==> src/hdl/xcfr_pkg.sv <==
// Shared types and constants for the XOR checksum frame receiver.
// No dependencies; imported by every module of the block.
`default_nettype none

package xcfr_pkg;

   localparam int LEN_W  = 7;
   localparam int BYTE_W = 8;
   localparam int IDX_W  = 6;

   localparam logic [BYTE_W-1:0] SYNC_A = 8'h06;
   localparam logic [BYTE_W-1:0] SYNC_B = 8'h85;

   typedef enum logic [2:0] {
      ST_CHANGED    = 3'd0,
      ST_UNCHANGED  = 3'd1,
      ST_LENGTH     = 3'd2,
      ST_CHECKSUM   = 3'd3,
      ST_INCOMPLETE = 3'd4
   } status_type;

endpackage

`default_nettype wire

==> src/hdl/xcfr_cmd_queue.sv <==
// Two-entry command queue between the frame parser and the result sequencer.
// Depends on xcfr_pkg for the status type.
`default_nettype none

module xcfr_cmd_queue import xcfr_pkg::*; (
   input  wire logic       clock,
   input  wire logic       reset,
   input  wire logic       push,
   input  wire status_type push_status,
   output logic            full,
   input  wire logic       pop,
   output status_type      pop_status,
   output logic            empty
);

   status_type  slot_ff [2];
   logic        wr_ptr_ff, wr_ptr_in;
   logic        rd_ptr_ff, rd_ptr_in;
   logic [1:0]  count_ff, count_in;

   assign full       = (count_ff == 2'd2);
   assign empty      = (count_ff == 2'd0);
   assign pop_status = slot_ff[rd_ptr_ff];

   always_comb begin
      wr_ptr_in = wr_ptr_ff ^ push;
      rd_ptr_in = rd_ptr_ff ^ pop;
      count_in  = count_ff + {1'b0, push} - {1'b0, pop};
   end

   always_ff @(posedge clock) begin
      if (push) begin
         slot_ff[wr_ptr_ff] <= push_status;
      end
   end

   always_ff @(posedge clock) begin
      if (reset) begin
         wr_ptr_ff <= 1'b0;
         rd_ptr_ff <= 1'b0;
         count_ff  <= 2'd0;
      end else begin
         wr_ptr_ff <= wr_ptr_in;
         rd_ptr_ff <= rd_ptr_in;
         count_ff  <= count_in;
      end
   end

endmodule

`default_nettype wire

==> src/hdl/xcfr_store.sv <==
// Frame buffer and mirrored payload copy, both with registered reads.
// The mirror reads as zero until an entry is written. Depends on xcfr_pkg.
`default_nettype none

module xcfr_store import xcfr_pkg::*; #(
   parameter int MAX_PAYLOAD = 64,
   localparam int AW = (MAX_PAYLOAD > 1) ? $clog2(MAX_PAYLOAD) : 1
) (
   input  wire logic              clock,
   input  wire logic              reset,
   // frame buffer write (parser) and read (sequencer)
   input  wire logic              fw_en,
   input  wire logic [AW-1:0]     fw_addr,
   input  wire logic [BYTE_W-1:0] fw_data,
   input  wire logic              fr_en,
   input  wire logic [AW-1:0]     fr_addr,
   output logic [BYTE_W-1:0]      fr_data,
   // mirror read (parser) and write (sequencer)
   input  wire logic              mr_en,
   input  wire logic [AW-1:0]     mr_addr,
   output logic [BYTE_W-1:0]      mr_data,
   input  wire logic              mw_en,
   input  wire logic [AW-1:0]     mw_addr,
   input  wire logic [BYTE_W-1:0] mw_data
);

   logic [BYTE_W-1:0]      frame_mem [MAX_PAYLOAD];
   logic [BYTE_W-1:0]      mirror_mem [MAX_PAYLOAD];
   logic [MAX_PAYLOAD-1:0] mirror_vld_ff;
   logic [BYTE_W-1:0]      fr_data_ff;
   logic [BYTE_W-1:0]      mr_raw_ff;
   logic                   mr_vld_ff;

   assign fr_data = fr_data_ff;
   assign mr_data = mr_vld_ff ? mr_raw_ff : '0;

   always_ff @(posedge clock) begin
      if (fw_en) begin
         frame_mem[fw_addr] <= fw_data;
      end
      if (fr_en) begin
         fr_data_ff <= frame_mem[fr_addr];
      end
   end

   always_ff @(posedge clock) begin
      if (mw_en) begin
         mirror_mem[mw_addr] <= mw_data;
      end
      if (mr_en) begin
         mr_raw_ff <= mirror_mem[mr_addr];
      end
   end

   always_ff @(posedge clock) begin
      if (reset) begin
         mirror_vld_ff <= '0;
         mr_vld_ff     <= 1'b0;
      end else begin
         if (mw_en) begin
            mirror_vld_ff[mw_addr] <= 1'b1;
         end
         if (mr_en) begin
            mr_vld_ff <= mirror_vld_ff[mr_addr];
         end
      end
   end

endmodule

`default_nettype wire

==> src/hdl/xcfr_front.sv <==
// Frame parser: hunts for the header, checks length, collects the payload
// and checksum, and queues one command per frame. Depends on xcfr_pkg.
`default_nettype none

module xcfr_front import xcfr_pkg::*; #(
   parameter int MAX_PAYLOAD = 64,
   localparam int AW = (MAX_PAYLOAD > 1) ? $clog2(MAX_PAYLOAD) : 1
) (
   input  wire logic              clock,
   input  wire logic              reset,
   input  wire logic              req_push,
   output logic                   req_full,
   input  wire logic [BYTE_W-1:0] req_rx_byte,
   input  wire logic              req_transfer_end,
   input  wire logic [LEN_W-1:0]  payload_len,
   // command queue
   input  wire logic              q_full,
   output logic                   q_push,
   output status_type             q_status,
   // sequencer finished copying the frame into the mirror
   input  wire logic              copy_done,
   // memories
   output logic                   fw_en,
   output logic [AW-1:0]          fw_addr,
   output logic [BYTE_W-1:0]      fw_data,
   output logic                   mr_en,
   output logic [AW-1:0]          mr_addr,
   input  wire logic [BYTE_W-1:0] mr_data
);

   typedef enum logic [5:0] {
      PH_HUNT    = 6'b000001,
      PH_HDR2    = 6'b000010,
      PH_LEN     = 6'b000100,
      PH_PAYLOAD = 6'b001000,
      PH_CKSUM   = 6'b010000,
      PH_DISCARD = 6'b100000
   } phase_type;

   phase_type         phase_ff, phase_in;
   logic [LEN_W-1:0]  count_ff, count_in;
   logic [BYTE_W-1:0] xor_ff, xor_in;
   logic              differs_ff, differs_in;
   logic              cmp_pend_ff, cmp_pend_in;
   logic [BYTE_W-1:0] byte_ff, byte_in;
   logic              copy_busy_ff, copy_busy_in;

   logic              accept;
   logic              len_ok;
   logic              differs_now;
   logic              frame_done;
   logic              open_frame;
   logic [LEN_W-1:0]  count_inc;

   // no new bytes while the sequencer owns both memories
   assign req_full = q_full || copy_busy_ff;
   assign accept   = req_push && !req_full;

   assign len_ok = ({1'b0, payload_len} == req_rx_byte) &&
                   (int'(payload_len) <= MAX_PAYLOAD);

   // mirror data for the previous payload byte lands in the cycle after its read
   assign differs_now = differs_ff || (cmp_pend_ff && (mr_data != byte_ff));

   assign count_inc = count_ff + 7'd1;
   assign fw_addr   = AW'(count_ff);
   assign mr_addr   = AW'(count_ff);
   assign fw_data   = req_rx_byte;

   always_comb begin
      phase_in     = phase_ff;
      count_in     = count_ff;
      xor_in       = xor_ff;
      differs_in   = differs_now;
      cmp_pend_in  = 1'b0;
      byte_in      = byte_ff;
      copy_busy_in = copy_busy_ff && !copy_done;
      q_push       = 1'b0;
      q_status     = ST_INCOMPLETE;
      fw_en        = 1'b0;
      mr_en        = 1'b0;
      frame_done   = 1'b0;
      open_frame   = 1'b0;

      if (accept) begin
         unique case (phase_ff)
            PH_HUNT: begin
               open_frame = 1'b1;
               if (req_rx_byte == SYNC_A) begin
                  phase_in = PH_HDR2;
               end
            end
            PH_HDR2: begin
               open_frame = 1'b1;
               if (req_rx_byte == SYNC_B) begin
                  phase_in = PH_LEN;
               end else if (req_rx_byte == SYNC_A) begin
                  phase_in = PH_HDR2;
               end else begin
                  phase_in = PH_HUNT;
               end
            end
            PH_LEN: begin
               if (!len_ok) begin
                  q_push     = 1'b1;
                  q_status   = ST_LENGTH;
                  frame_done = 1'b1;
               end else begin
                  open_frame = 1'b1;
                  xor_in     = req_rx_byte;
                  count_in   = '0;
                  differs_in = 1'b0;
                  phase_in   = (payload_len == '0) ? PH_CKSUM : PH_PAYLOAD;
               end
            end
            PH_PAYLOAD: begin
               open_frame  = 1'b1;
               fw_en       = 1'b1;
               mr_en       = 1'b1;
               byte_in     = req_rx_byte;
               cmp_pend_in = 1'b1;
               xor_in      = xor_ff ^ req_rx_byte;
               count_in    = count_inc;
               if (count_inc >= payload_len) begin
                  phase_in = PH_CKSUM;
               end
            end
            PH_CKSUM: begin
               frame_done = 1'b1;
               q_push     = 1'b1;
               if (xor_ff != req_rx_byte) begin
                  q_status = ST_CHECKSUM;
               end else if (!differs_now || payload_len == '0) begin
                  q_status = ST_UNCHANGED;
               end else begin
                  q_status     = ST_CHANGED;
                  copy_busy_in = 1'b1;
               end
            end
            PH_DISCARD: begin
               if (req_transfer_end) begin
                  phase_in = PH_HUNT;
               end
            end
            default: begin
               phase_in = PH_HUNT;
            end
         endcase

         if (frame_done) begin
            phase_in = req_transfer_end ? PH_HUNT : PH_DISCARD;
         end else if (open_frame && req_transfer_end) begin
            q_push   = 1'b1;
            q_status = ST_INCOMPLETE;
            phase_in = PH_HUNT;
         end
      end
   end

   always_ff @(posedge clock) begin
      byte_ff <= byte_in;
   end

   always_ff @(posedge clock) begin
      if (reset) begin
         phase_ff     <= PH_HUNT;
         count_ff     <= '0;
         xor_ff       <= '0;
         differs_ff   <= 1'b0;
         cmp_pend_ff  <= 1'b0;
         copy_busy_ff <= 1'b0;
      end else begin
         phase_ff     <= phase_in;
         count_ff     <= count_in;
         xor_ff       <= xor_in;
         differs_ff   <= differs_in;
         cmp_pend_ff  <= cmp_pend_in;
         copy_busy_ff <= copy_busy_in;
      end
   end

endmodule

`default_nettype wire

==> src/hdl/xcfr_back.sv <==
// Result sequencer: turns queued commands into result items, copying the
// frame buffer into the mirror on a changed frame. Depends on xcfr_pkg.
`default_nettype none

module xcfr_back import xcfr_pkg::*; #(
   parameter int MAX_PAYLOAD = 64,
   localparam int AW = (MAX_PAYLOAD > 1) ? $clog2(MAX_PAYLOAD) : 1
) (
   input  wire logic              clock,
   input  wire logic              reset,
   input  wire logic [LEN_W-1:0]  payload_len,
   // command queue
   input  wire logic              q_empty,
   input  wire status_type        q_status,
   output logic                   q_pop,
   // memories
   output logic                   fr_en,
   output logic [AW-1:0]          fr_addr,
   input  wire logic [BYTE_W-1:0] fr_data,
   output logic                   mw_en,
   output logic [AW-1:0]          mw_addr,
   output logic [BYTE_W-1:0]      mw_data,
   output logic                   copy_done,
   // result channel
   input  wire logic              rsp_pop,
   output logic                   rsp_empty,
   output status_type             rsp_status,
   output logic [BYTE_W-1:0]      rsp_data_byte,
   output logic [IDX_W-1:0]       rsp_byte_index,
   output logic                   rsp_last
);

   typedef enum logic [1:0] {
      B_IDLE  = 2'b01,
      B_FETCH = 2'b10
   } seq_type;

   seq_type           state_ff, state_in;
   logic [LEN_W-1:0]  idx_ff, idx_in;
   logic              out_vld_ff, out_vld_in;
   status_type        out_status_ff, out_status_in;
   logic [BYTE_W-1:0] out_data_ff, out_data_in;
   logic [IDX_W-1:0]  out_index_ff, out_index_in;
   logic              out_last_ff, out_last_in;

   logic              out_free;
   logic              last_byte;
   logic [LEN_W-1:0]  idx_inc;

   assign out_free  = !out_vld_ff || rsp_pop;
   assign idx_inc   = idx_ff + 7'd1;
   assign last_byte = (idx_inc == payload_len);

   assign mw_addr = AW'(idx_ff);
   assign mw_data = fr_data;

   assign rsp_empty      = !out_vld_ff;
   assign rsp_status     = out_status_ff;
   assign rsp_data_byte  = out_data_ff;
   assign rsp_byte_index = out_index_ff;
   assign rsp_last       = out_last_ff;

   always_comb begin
      state_in      = state_ff;
      idx_in        = idx_ff;
      q_pop         = 1'b0;
      fr_en         = 1'b0;
      fr_addr       = AW'(idx_ff);
      mw_en         = 1'b0;
      copy_done     = 1'b0;
      out_vld_in    = out_vld_ff && !rsp_pop;
      out_status_in = out_status_ff;
      out_data_in   = out_data_ff;
      out_index_in  = out_index_ff;
      out_last_in   = out_last_ff;

      unique case (state_ff)
         B_IDLE: begin
            if (!q_empty && out_free) begin
               q_pop = 1'b1;
               if (q_status == ST_CHANGED) begin
                  fr_en    = 1'b1;
                  fr_addr  = '0;
                  idx_in   = '0;
                  state_in = B_FETCH;
               end else begin
                  out_vld_in    = 1'b1;
                  out_status_in = q_status;
                  out_data_in   = '0;
                  out_index_in  = '0;
                  out_last_in   = 1'b1;
               end
            end
         end
         B_FETCH: begin
            // frame byte for idx_ff is in the read register here
            if (out_free) begin
               out_vld_in    = 1'b1;
               out_status_in = ST_CHANGED;
               out_data_in   = fr_data;
               out_index_in  = idx_ff[IDX_W-1:0];
               out_last_in   = last_byte;
               mw_en         = 1'b1;
               if (last_byte) begin
                  copy_done = 1'b1;
                  state_in  = B_IDLE;
               end else begin
                  idx_in  = idx_inc;
                  fr_en   = 1'b1;
                  fr_addr = AW'(idx_inc);
               end
            end
         end
         default: begin
            state_in = B_IDLE;
         end
      endcase
   end

   always_ff @(posedge clock) begin
      idx_ff        <= idx_in;
      out_status_ff <= out_status_in;
      out_data_ff   <= out_data_in;
      out_index_ff  <= out_index_in;
      out_last_ff   <= out_last_in;
   end

   always_ff @(posedge clock) begin
      if (reset) begin
         state_ff   <= B_IDLE;
         out_vld_ff <= 1'b0;
      end else begin
         state_ff   <= state_in;
         out_vld_ff <= out_vld_in;
      end
   end

endmodule

`default_nettype wire

==> src/hdl/xor_checksum_frame_receiver.sv <==
// Top level of the XOR checksum frame receiver: parser, command queue,
// memories, result sequencer and the payload length register.
// Depends on xcfr_pkg, xcfr_front, xcfr_cmd_queue, xcfr_store, xcfr_back.
// Usage:
//   req_ channel: push a received byte with its transfer_end flag; the byte
//   is taken when req_push is high and req_full is low. One byte per cycle.
//   rsp_ channel: a result waits on the rsp_ ports while rsp_empty is low and
//   is taken when rsp_pop is high.
//   csr_ channel: csr_ready is always high; write payload_len only while the
//   block is idle. It resets to 1.
// Results: a status result is queued and then registered at the rsp_ ports
//   after the byte that finishes the frame. A changed frame emits payload_len
//   results, one per cycle while rsp_pop stays high; after its checksum byte
//   it is queued, read from the frame buffer and then registered at rsp_.
// Throughput: one byte per cycle. While a changed frame is being copied
//   into the mirror and emitted, req_full stays high; the two-entry command
//   queue also raises it when the result side stalls long enough to fill it.
// Reset: the parser hunts for the sync byte, the mirror reads as all zero
//   and no results are pending. No clearing pass is needed.
`default_nettype none

module xor_checksum_frame_receiver import xcfr_pkg::*; #(
   parameter int MAX_PAYLOAD = 64
) (
   input  wire logic              clock,
   input  wire logic              reset,
   input  wire logic              req_push,
   output logic                   req_full,
   input  wire logic [BYTE_W-1:0] req_rx_byte,
   input  wire logic              req_transfer_end,
   input  wire logic              rsp_pop,
   output logic                   rsp_empty,
   output logic [2:0]             rsp_status,
   output logic [BYTE_W-1:0]      rsp_data_byte,
   output logic [IDX_W-1:0]       rsp_byte_index,
   output logic                   rsp_last,
   input  wire logic              csr_valid,
   output logic                   csr_ready,
   input  wire logic [LEN_W-1:0]  csr_payload_len
);

   localparam int AW = (MAX_PAYLOAD > 1) ? $clog2(MAX_PAYLOAD) : 1;

   logic [LEN_W-1:0]  payload_len_ff;
   logic              q_push, q_full, q_pop, q_empty;
   status_type        q_push_status, q_pop_status;
   status_type        rsp_status_enum;
   logic              copy_done;
   logic              fw_en, mr_en, fr_en, mw_en;
   logic [AW-1:0]     fw_addr, mr_addr, fr_addr, mw_addr;
   logic [BYTE_W-1:0] fw_data, mr_data, fr_data, mw_data;

   assign csr_ready  = 1'b1;
   assign rsp_status = rsp_status_enum;

   always_ff @(posedge clock) begin
      if (reset) begin
         payload_len_ff <= 7'd1;
      end else if (csr_valid && csr_ready) begin
         payload_len_ff <= csr_payload_len;
      end
   end

   xcfr_front #(.MAX_PAYLOAD(MAX_PAYLOAD)) u_front (
      .clock            (clock),
      .reset            (reset),
      .req_push         (req_push),
      .req_full         (req_full),
      .req_rx_byte      (req_rx_byte),
      .req_transfer_end (req_transfer_end),
      .payload_len      (payload_len_ff),
      .q_full           (q_full),
      .q_push           (q_push),
      .q_status         (q_push_status),
      .copy_done        (copy_done),
      .fw_en            (fw_en),
      .fw_addr          (fw_addr),
      .fw_data          (fw_data),
      .mr_en            (mr_en),
      .mr_addr          (mr_addr),
      .mr_data          (mr_data)
   );

   xcfr_cmd_queue u_queue (
      .clock       (clock),
      .reset       (reset),
      .push        (q_push),
      .push_status (q_push_status),
      .full        (q_full),
      .pop         (q_pop),
      .pop_status  (q_pop_status),
      .empty       (q_empty)
   );

   xcfr_store #(.MAX_PAYLOAD(MAX_PAYLOAD)) u_store (
      .clock   (clock),
      .reset   (reset),
      .fw_en   (fw_en),
      .fw_addr (fw_addr),
      .fw_data (fw_data),
      .fr_en   (fr_en),
      .fr_addr (fr_addr),
      .fr_data (fr_data),
      .mr_en   (mr_en),
      .mr_addr (mr_addr),
      .mr_data (mr_data),
      .mw_en   (mw_en),
      .mw_addr (mw_addr),
      .mw_data (mw_data)
   );

   xcfr_back #(.MAX_PAYLOAD(MAX_PAYLOAD)) u_back (
      .clock          (clock),
      .reset          (reset),
      .payload_len    (payload_len_ff),
      .q_empty        (q_empty),
      .q_status       (q_pop_status),
      .q_pop          (q_pop),
      .fr_en          (fr_en),
      .fr_addr        (fr_addr),
      .fr_data        (fr_data),
      .mw_en          (mw_en),
      .mw_addr        (mw_addr),
      .mw_data        (mw_data),
      .copy_done      (copy_done),
      .rsp_pop        (rsp_pop),
      .rsp_empty      (rsp_empty),
      .rsp_status     (rsp_status_enum),
      .rsp_data_byte  (rsp_data_byte),
      .rsp_byte_index (rsp_byte_index),
      .rsp_last       (rsp_last)
   );

`ifndef SYNTHESIS
   // parser only queues a command when there is room
   a_no_queue_overflow: assert property (@(posedge clock) disable iff (reset)
      q_push |-> !q_full)
      else $error("command queue overflow");

   // sequencer only pops a queued command
   a_no_queue_underflow: assert property (@(posedge clock) disable iff (reset)
      q_pop |-> !q_empty)
      else $error("command queue underflow");

   // while the sequencer touches the memories the input side is held off
   a_copy_blocks_input: assert property (@(posedge clock) disable iff (reset)
      (fr_en || mw_en) |-> req_full)
      else $error("input accepted during mirror copy");

   // the last byte of a changed frame sits at payload_len - 1
   a_last_index: assert property (@(posedge clock) disable iff (reset)
      (!rsp_empty && rsp_status_enum == ST_CHANGED && rsp_last) |->
      (rsp_byte_index == IDX_W'(payload_len_ff - 7'd1)))
      else $error("last payload byte at wrong index");
`endif

endmodule

`default_nettype wire
==> config.mk <==
export PLATFORM = sky130hd
export DESIGN_NAME = xor_checksum_frame_receiver
export DESIGN_NICKNAME = d
export VERILOG_FILES = /design/src/hdl/xcfr_pkg.sv /design/src/hdl/xcfr_cmd_queue.sv /design/src/hdl/xcfr_store.sv /design/src/hdl/xcfr_front.sv /design/src/hdl/xcfr_back.sv /design/src/hdl/xor_checksum_frame_receiver.sv
export SDC_FILE = /design/constraint.sdc
export NUM_CORES = 1
export LEC_CHECK = 0
export ABC_AREA = 1
export ABC_CLOCK_PERIOD_IN_PS = 4300
export BUFFER_PORTS_ARGS = -buffer_cell sky130_fd_sc_hd__buf_2
export CORE_UTILIZATION = 63
export DETAILED_ROUTE_END_ITERATION = 7
export PLACE_DENSITY_LB_ADDON = 0.15
export SYNTH_ARGS = -nofsm -noshare
export SYNTH_HDL_FRONTEND = slang
export SYNTH_SLANG_ARGS = --single-unit
==> constraint.sdc <==
create_clock -name clock -period 4.3 [get_ports clock]
set_input_delay 0.86 -clock clock [delete_from_list [all_inputs] [get_ports clock]]
set_output_delay 0.86 -clock clock [all_outputs]
set_load 0.05 [all_outputs]
[After elaboration in Yosys (flattened, before gate mapping)]
Memories as Yosys holds them, arrays and structs flattened. A register that Yosys moved wholly into a read port is not among the register bits.
Cells that the tools add are included.
Word-level totals
  register bits: 136
  bits in writable memories: 1030
  memories: 3
Memories
  u_store.frame_mem: depth 64, bits a word 8, read ports 1, clocked after Yosys merged registers in 1, write ports 1, RTL line xcfr_store.sv:27  | logic [BYTE_W-1:0] frame_mem [MAX_PAYLOAD];
  u_store.mirror_mem: depth 64, bits a word 8, read ports 1, clocked after Yosys merged registers in 1, write ports 1, RTL line xcfr_store.sv:28  | logic [BYTE_W-1:0] mirror_mem [MAX_PAYLOAD];
  u_queue.slot_ff: depth 2, bits a word 3, read ports 1, clocked after Yosys merged registers in 1, write ports 1, RTL line xcfr_cmd_queue.sv:16  | status_type slot_ff [2];
Cells by class
  add/subtract/negate cells: 4
  order comparisons: 5
  equality and inequality tests: 27
  muxes and demuxes: 99
  bitwise gates (word level): 4
  reductions and logical operators: 30
Operators by type and width (count)
  6-bit two-way mux: 15
  64-bit bitwise OR: 1
  1-bit two-way mux: 43
  8-bit two-way mux: 5
  6-bit one-hot mux with 6 select lines: 1
  7-bit two-way mux: 5
  8-bit one-hot mux with 2 select lines: 2
  7-bit one-hot mux with 2 select lines: 2
  3-bit two-way mux: 8
  6-bit one-hot mux with 2 select lines: 2
  8-bit inequality test: 2
  7-bit by 1-bit adder with 7-bit output, second input constant: 2
  6-bit by 7-bit < comparator with 1-bit output, second input constant: 2
  4-bit by 1-bit inequality test with 1-bit output, second input constant: 3
  3-bit one-hot mux with 2 select lines: 2
  2-bit two-way mux: 5
  2-bit by 1-bit inequality test with 1-bit output, second input constant: 5
  1-bit one-hot mux with 2 select lines: 5
  7-bit by 8-bit == test with 1-bit output: 1
  8-bit by 3-bit == test with 1-bit output, second input constant: 1
  8-bit == test, second input constant: 1
  1-bit logical AND: 8
  4-bit AND reduction: 2
  8-bit XOR: 1
  33 further kinds: 45

[Depth between registers and ports, before layout]
  depth after elaboration: 12
  gate-level depth with buffers: 24

[Hierarchy]
Synthesis repeated with hierarchy kept, for this count alone.
Unflattened totals
  cell total of the unflattened synthesis: 4375
  area total of the unflattened synthesis: 49212.2 um^2
By module, submodules not included
  xcfr_store: instances 1, cells an instance 3744, area an instance 44328.8 um^2, sequential area each 32531.2 um^2
  xcfr_front: instances 1, cells an instance 330, area an instance 2383.5 um^2, sequential area each 720.7 um^2
  xcfr_back: instances 1, cells an instance 220, area an instance 1781.7 um^2, sequential area each 810.8 um^2
  xcfr_cmd_queue: instances 1, cells an instance 36, area an instance 422.9 um^2, sequential area each 260.2 um^2
  xor_checksum_frame_receiver: instances 1, cells an instance 45, area an instance 295.3 um^2, sequential area each 140.1 um^2

[Worst setup path after synthesis]
Ideal clock, no wire load.
  path type: input -> register
  from: input req_push
  to: memory u_store.frame_mem[13][0], enable pin
  library setup time: 0.371 ns
  data arrival time: 2.955 ns
  required time: 3.929 ns
  slack: 0.975 ns
  stages: 7
  buffers on the path: 1
  path through: inv_1 nor2_1 inv_1 nor2_1 clkbuf_1 nand2_1 nor2_1
Between the ends
  cells in the longest elaborated chain, start to end: 4
Ends and longest elaborated chain
  from (decl): RTL line xor_checksum_frame_receiver.sv:27  | input wire logic req_push,
  1-bit logical AND: RTL line xcfr_front.sv:57  | assign accept = req_push && !req_full;
  1-bit two-way mux
  via fw_en: RTL line xor_checksum_frame_receiver.sv:49  | logic fw_en, mr_en, fr_en, mw_en;
  1-bit two-way mux: RTL line xcfr_store.sv:38  | if (fw_en) begin
  1-bit two-way mux (not written as such): RTL line xcfr_store.sv:39  | frame_mem[fw_addr] <= fw_data;
  to (decl): RTL line xcfr_store.sv:27
The timed path passes the listed nets, and every way through them passes these cells.

[Worst setup path in the final report]
  from: register u_back.idx_ff[3]
  to: register u_store.fr_data_ff[0] (netlist: u_store.fr_data[0]) (read register of u_store.frame_mem) (data pin)
Between the ends
  cells in the longest elaborated chain, start to end: 5
  elaborated cells between the ends (all ways): 10
Ends and longest elaborated chain
  from (decl): RTL line xcfr_back.sv:39  | logic [LEN_W-1:0] idx_ff, idx_in;
  from (signal assigned): RTL line xcfr_back.sv:121  | idx_ff <= idx_in;
  7-bit by 1-bit adder with 7-bit output: RTL line xcfr_back.sv:51  | assign idx_inc = idx_ff + 7'd1;
  7-bit == test: RTL line xcfr_back.sv:52  | assign last_byte = (idx_inc == payload_len);
  6-bit two-way mux or 1-bit two-way mux (tied branches): RTL line xcfr_back.sv:104  | if (last_byte) begin
  6-bit two-way mux or 1-bit two-way mux (tied branches): RTL line xcfr_back.sv:97  | if (out_free) begin
  6-bit one-hot mux with 2 select lines or 1-bit one-hot mux with 2 select lines (tied branches): RTL line xcfr_back.sv:77  | unique case (state_ff)
  to (decl): RTL line xcfr_store.sv:30  | logic [BYTE_W-1:0] fr_data_ff;
Several ways; a longest one is shown, not always the timed one.
A chain may end at the register's enable or synchronous reset.

==> run metrics <==
DPL Wire Length 74100 µm; synthesized cell area 48000 µm²; max_cap viols 0; post-route ant nets 0; clk sinks 1182; Core Area 74900 µm²; vias per cell 6.24; nets@finish 4132; Pre-antenna DRT Iters 6; IO buf count 40; wire length per cell after detailed routing 24.1 µm; clock-pin slew on the worst setup and hold paths 60 ps; fmax 273 MHz; DIE WIDTH 278 µm; Setup Viol. Count Final 0; Ys Warns 0; Worst EP required 4870 ps; asr flop ratio synth 0%; R2R setup slack 630 ps; fin cells 5166; # rows 100; initial core utilization 64.1%; GRT overflow 0; cell count after placement 4950; Ports 42; Worst-Margin Slew 1070 ps; CTS max path bufs 3; share of the synthesized area in the top cell type 67.5%; initial antenna violation count 1; Fill cells 5004; Final min period 3670 ps; First DRT Iteration DRCs 3813; DIE HEIGHT 278 µm; Post-synth EDFFs 1079; Area Overhead vs Synth 11.7%; largest cells by area after synthesis edfxtp_1 67%, nand2_1 7.4%, nand3_1 5.9%; Yosys reg bits 1182; IR Drop Worst-Case VDD 0.000428 V; vias in the first global route 31234; DRC viols 0; Hold Vio Cnt, Final 0; Syn Area/Cell 12.0 µm²; power per standard cell area 510 nW/µm²; status completed; clk_lat worst skew 720 ps; setup TNS 0 ps; Arr. time, crit path 4240 ps; CTS Root Cell clkbuf_16; TritonCTS Buffers 113; CP max FO 63; Synth cell types 56; Post-Route WL 125000 µm; via count 32245; Slew HR 28.3%; period utilisation layout 85.3%; Critical Path End Type register; RSZ-0062 raised after global routing false; pins over their slew limit 0; die area 77400 µm²; area leader, netlist edfxtp_1; CP startpoint kind register; count leader, synth edfxtp_1; Pleak 19.6 nW; share of cells above drive strength 1 9.44%; first-pass GRT wire length 187000 µm; ANT cells 0; number of gates resized after CTS 0; post-cts hold buffer count 0; H-Tree Depth 3; final hold slack 426 ps; syn_nets 4054; GP Congestion 0.922; Syn Inst Count 4018; kind of critical path reg2reg; CTS tree done; gr usage total 32.3%; top cells by count, synth 1079 x edfxtp_1, 945 x nand2_1, 570 x nand3_1, 315 x nor2_1, 226 x inv_1; post-synthesis sequential area ratio 71.7%; # Post-CTS Setup Buffers 0; Post-Route Skew 54.7 ps; Worst Hold Class in2reg; largest net degree at the start of global routing 135; most common flop cell mapped by yosys edfxtp_1
where the power goes:
part           leakage [nW]  switching, mW  total, mW  internal [mW]
logic                  7.24           3.32       4.56           1.24
clock network          1.85           4.34       10.1           5.72
registers              10.5         0.0897       12.8           12.7
total                  19.6           7.75       27.4           19.6
cells by family (layout without fill, tap and decap cells):
logic type	after synthesis	in the layout	synth area share (%)
compound gates	345	345	5.32
xor+xnor	22	22	0.401
fa+ha+maj	15	15	0.391
buf+inv	461	640	4.05
flops	1182	1182	71.7
mux	3	3	0.0625
other cells	1	1	0.00781
simple gates	1989	1989	18.0
through the flow:
| step | power [mW] | setup slack [ps] | cell area (µm²) | util (%) |
|---|---|---|---|---|
| floorplan | 16.2 | 975 | 48000 | - |
| global placement | 17.5 | 596 | 49800 | 66.5 |
| detailed placement | 17.5 | 590 | 49800 | 66.5 |
| CTS | 27.4 | 706 | 53700 | 71.6 |
| global route | 28.3 | 342 | 53700 | 71.6 |
| finish | 27.4 | 632 | 53700 | 71.6 |
cell usage in the layout, fill, tap and decap left out, drive strengths merged, types with 2 or more instances in the layout:
cell / Yosys / layout
buf: 125 / 187
a41oi: 2 / 2
clkinv: 4 / 54
nor3: 20 / 20
inv: 233 / 235
o21a: 2 / 2
mux2i: 3 / 3
xnor2: 3 / 3
nand3b: 32 / 32
edfxtp: 1079 / 1079
nor4: 6 / 6
and2: 2 / 2
clkinvlp: 0 / 2
a22o: 63 / 63
a2111o: 3 / 3
a21oi: 53 / 53
a21boi: 2 / 2
a22oi: 99 / 99
nor2: 321 / 321
xor2: 19 / 19
o21ai: 32 / 32
nand3: 573 / 573
a211oi: 6 / 6
bufinv: 0 / 11
a31oi: 16 / 16
or4: 2 / 2
nand4: 75 / 75
nand2: 951 / 951
or2: 6 / 6
a221oi: 58 / 58
clkbuf: 99 / 151
ha: 15 / 15
dfxtp: 103 / 103
o22ai: 5 / 5
final cells by class:
class / count / area, µm² / area share, %
inverters: 237 / 892 / 1.66
well taps: 969 / 1210 / 2.26
clock inverters: 65 / 761 / 1.42
multi-input cells: 2375 / 11700 / 21.8
clock buffers: 151 / 3060 / 5.71
flip-flops and latches: 1182 / 34500 / 64.2
repair buffers: 187 / 1560 / 2.90
worst paths after layout:
path / startpoint / end / cells past startpoint
hold / removal: csr_valid / payload_len_ff[0] / 2
setup reg to reg: u_back.idx_ff[3] / u_store.fr_data[0] / 18
setup / recovery: u_back.idx_ff[3] / u_store.fr_data[0] / 18
hold reg to reg: u_store.mirror_vld_ff[56] / u_store.mirror_vld_ff[56] / 2
metal layers:
| metal | track usage [%] | vias up | wire, µm |
|---|---|---|---|
| met4 | 15.5 | 2 | 5820 |
| met1 | 42.5 | 15711 | 46800 |
| li1 | - | 14507 | - |
| met2 | 53.4 | 1727 | 61300 |
| met5 | 0 | - | 17 |
| met3 | 4.62 | 298 | 10600 |
worst max-delay path: stages (launching register included):
cell	delay, ps
edfxtp_1	610
nand3_4	240
nor2_2	160
nand2_1	80
nand3_1	80
nand2_1	70
nor2_2	140
nand2_4	110
a21oi_2	220
nor2_1	110
nor2_4	420
buf_12	330
buf_4	270
nand3_1	90
nand3_1	90
nand3_1	80
nand3_1	100
nand3_1	140
nand2_1	100
flip-flops by register name, summed over array words and instances (netlist names), 3 cells and up:
| name | flops |
|---|---|
| u_store.frame_mem | 512 |
| u_store.mirror_mem | 512 |
| u_store.mirror_vld_ff | 64 |
| u_back.rsp_data_byte | 8 |
| u_front.byte_ff | 8 |
| u_front.xor_ff | 8 |
| u_store.fr_data | 8 |
| u_store.mr_raw_ff | 8 |
| payload_len_ff | 7 |
| u_back.idx_ff | 7 |
| u_front.count_ff | 7 |
| u_back.rsp_byte_index | 6 |
| u_front.phase_ff | 6 |
| u_queue.slot_ff | 6 |
| u_back.rsp_status | 3 |
Power figures use the tool's default switching activity.
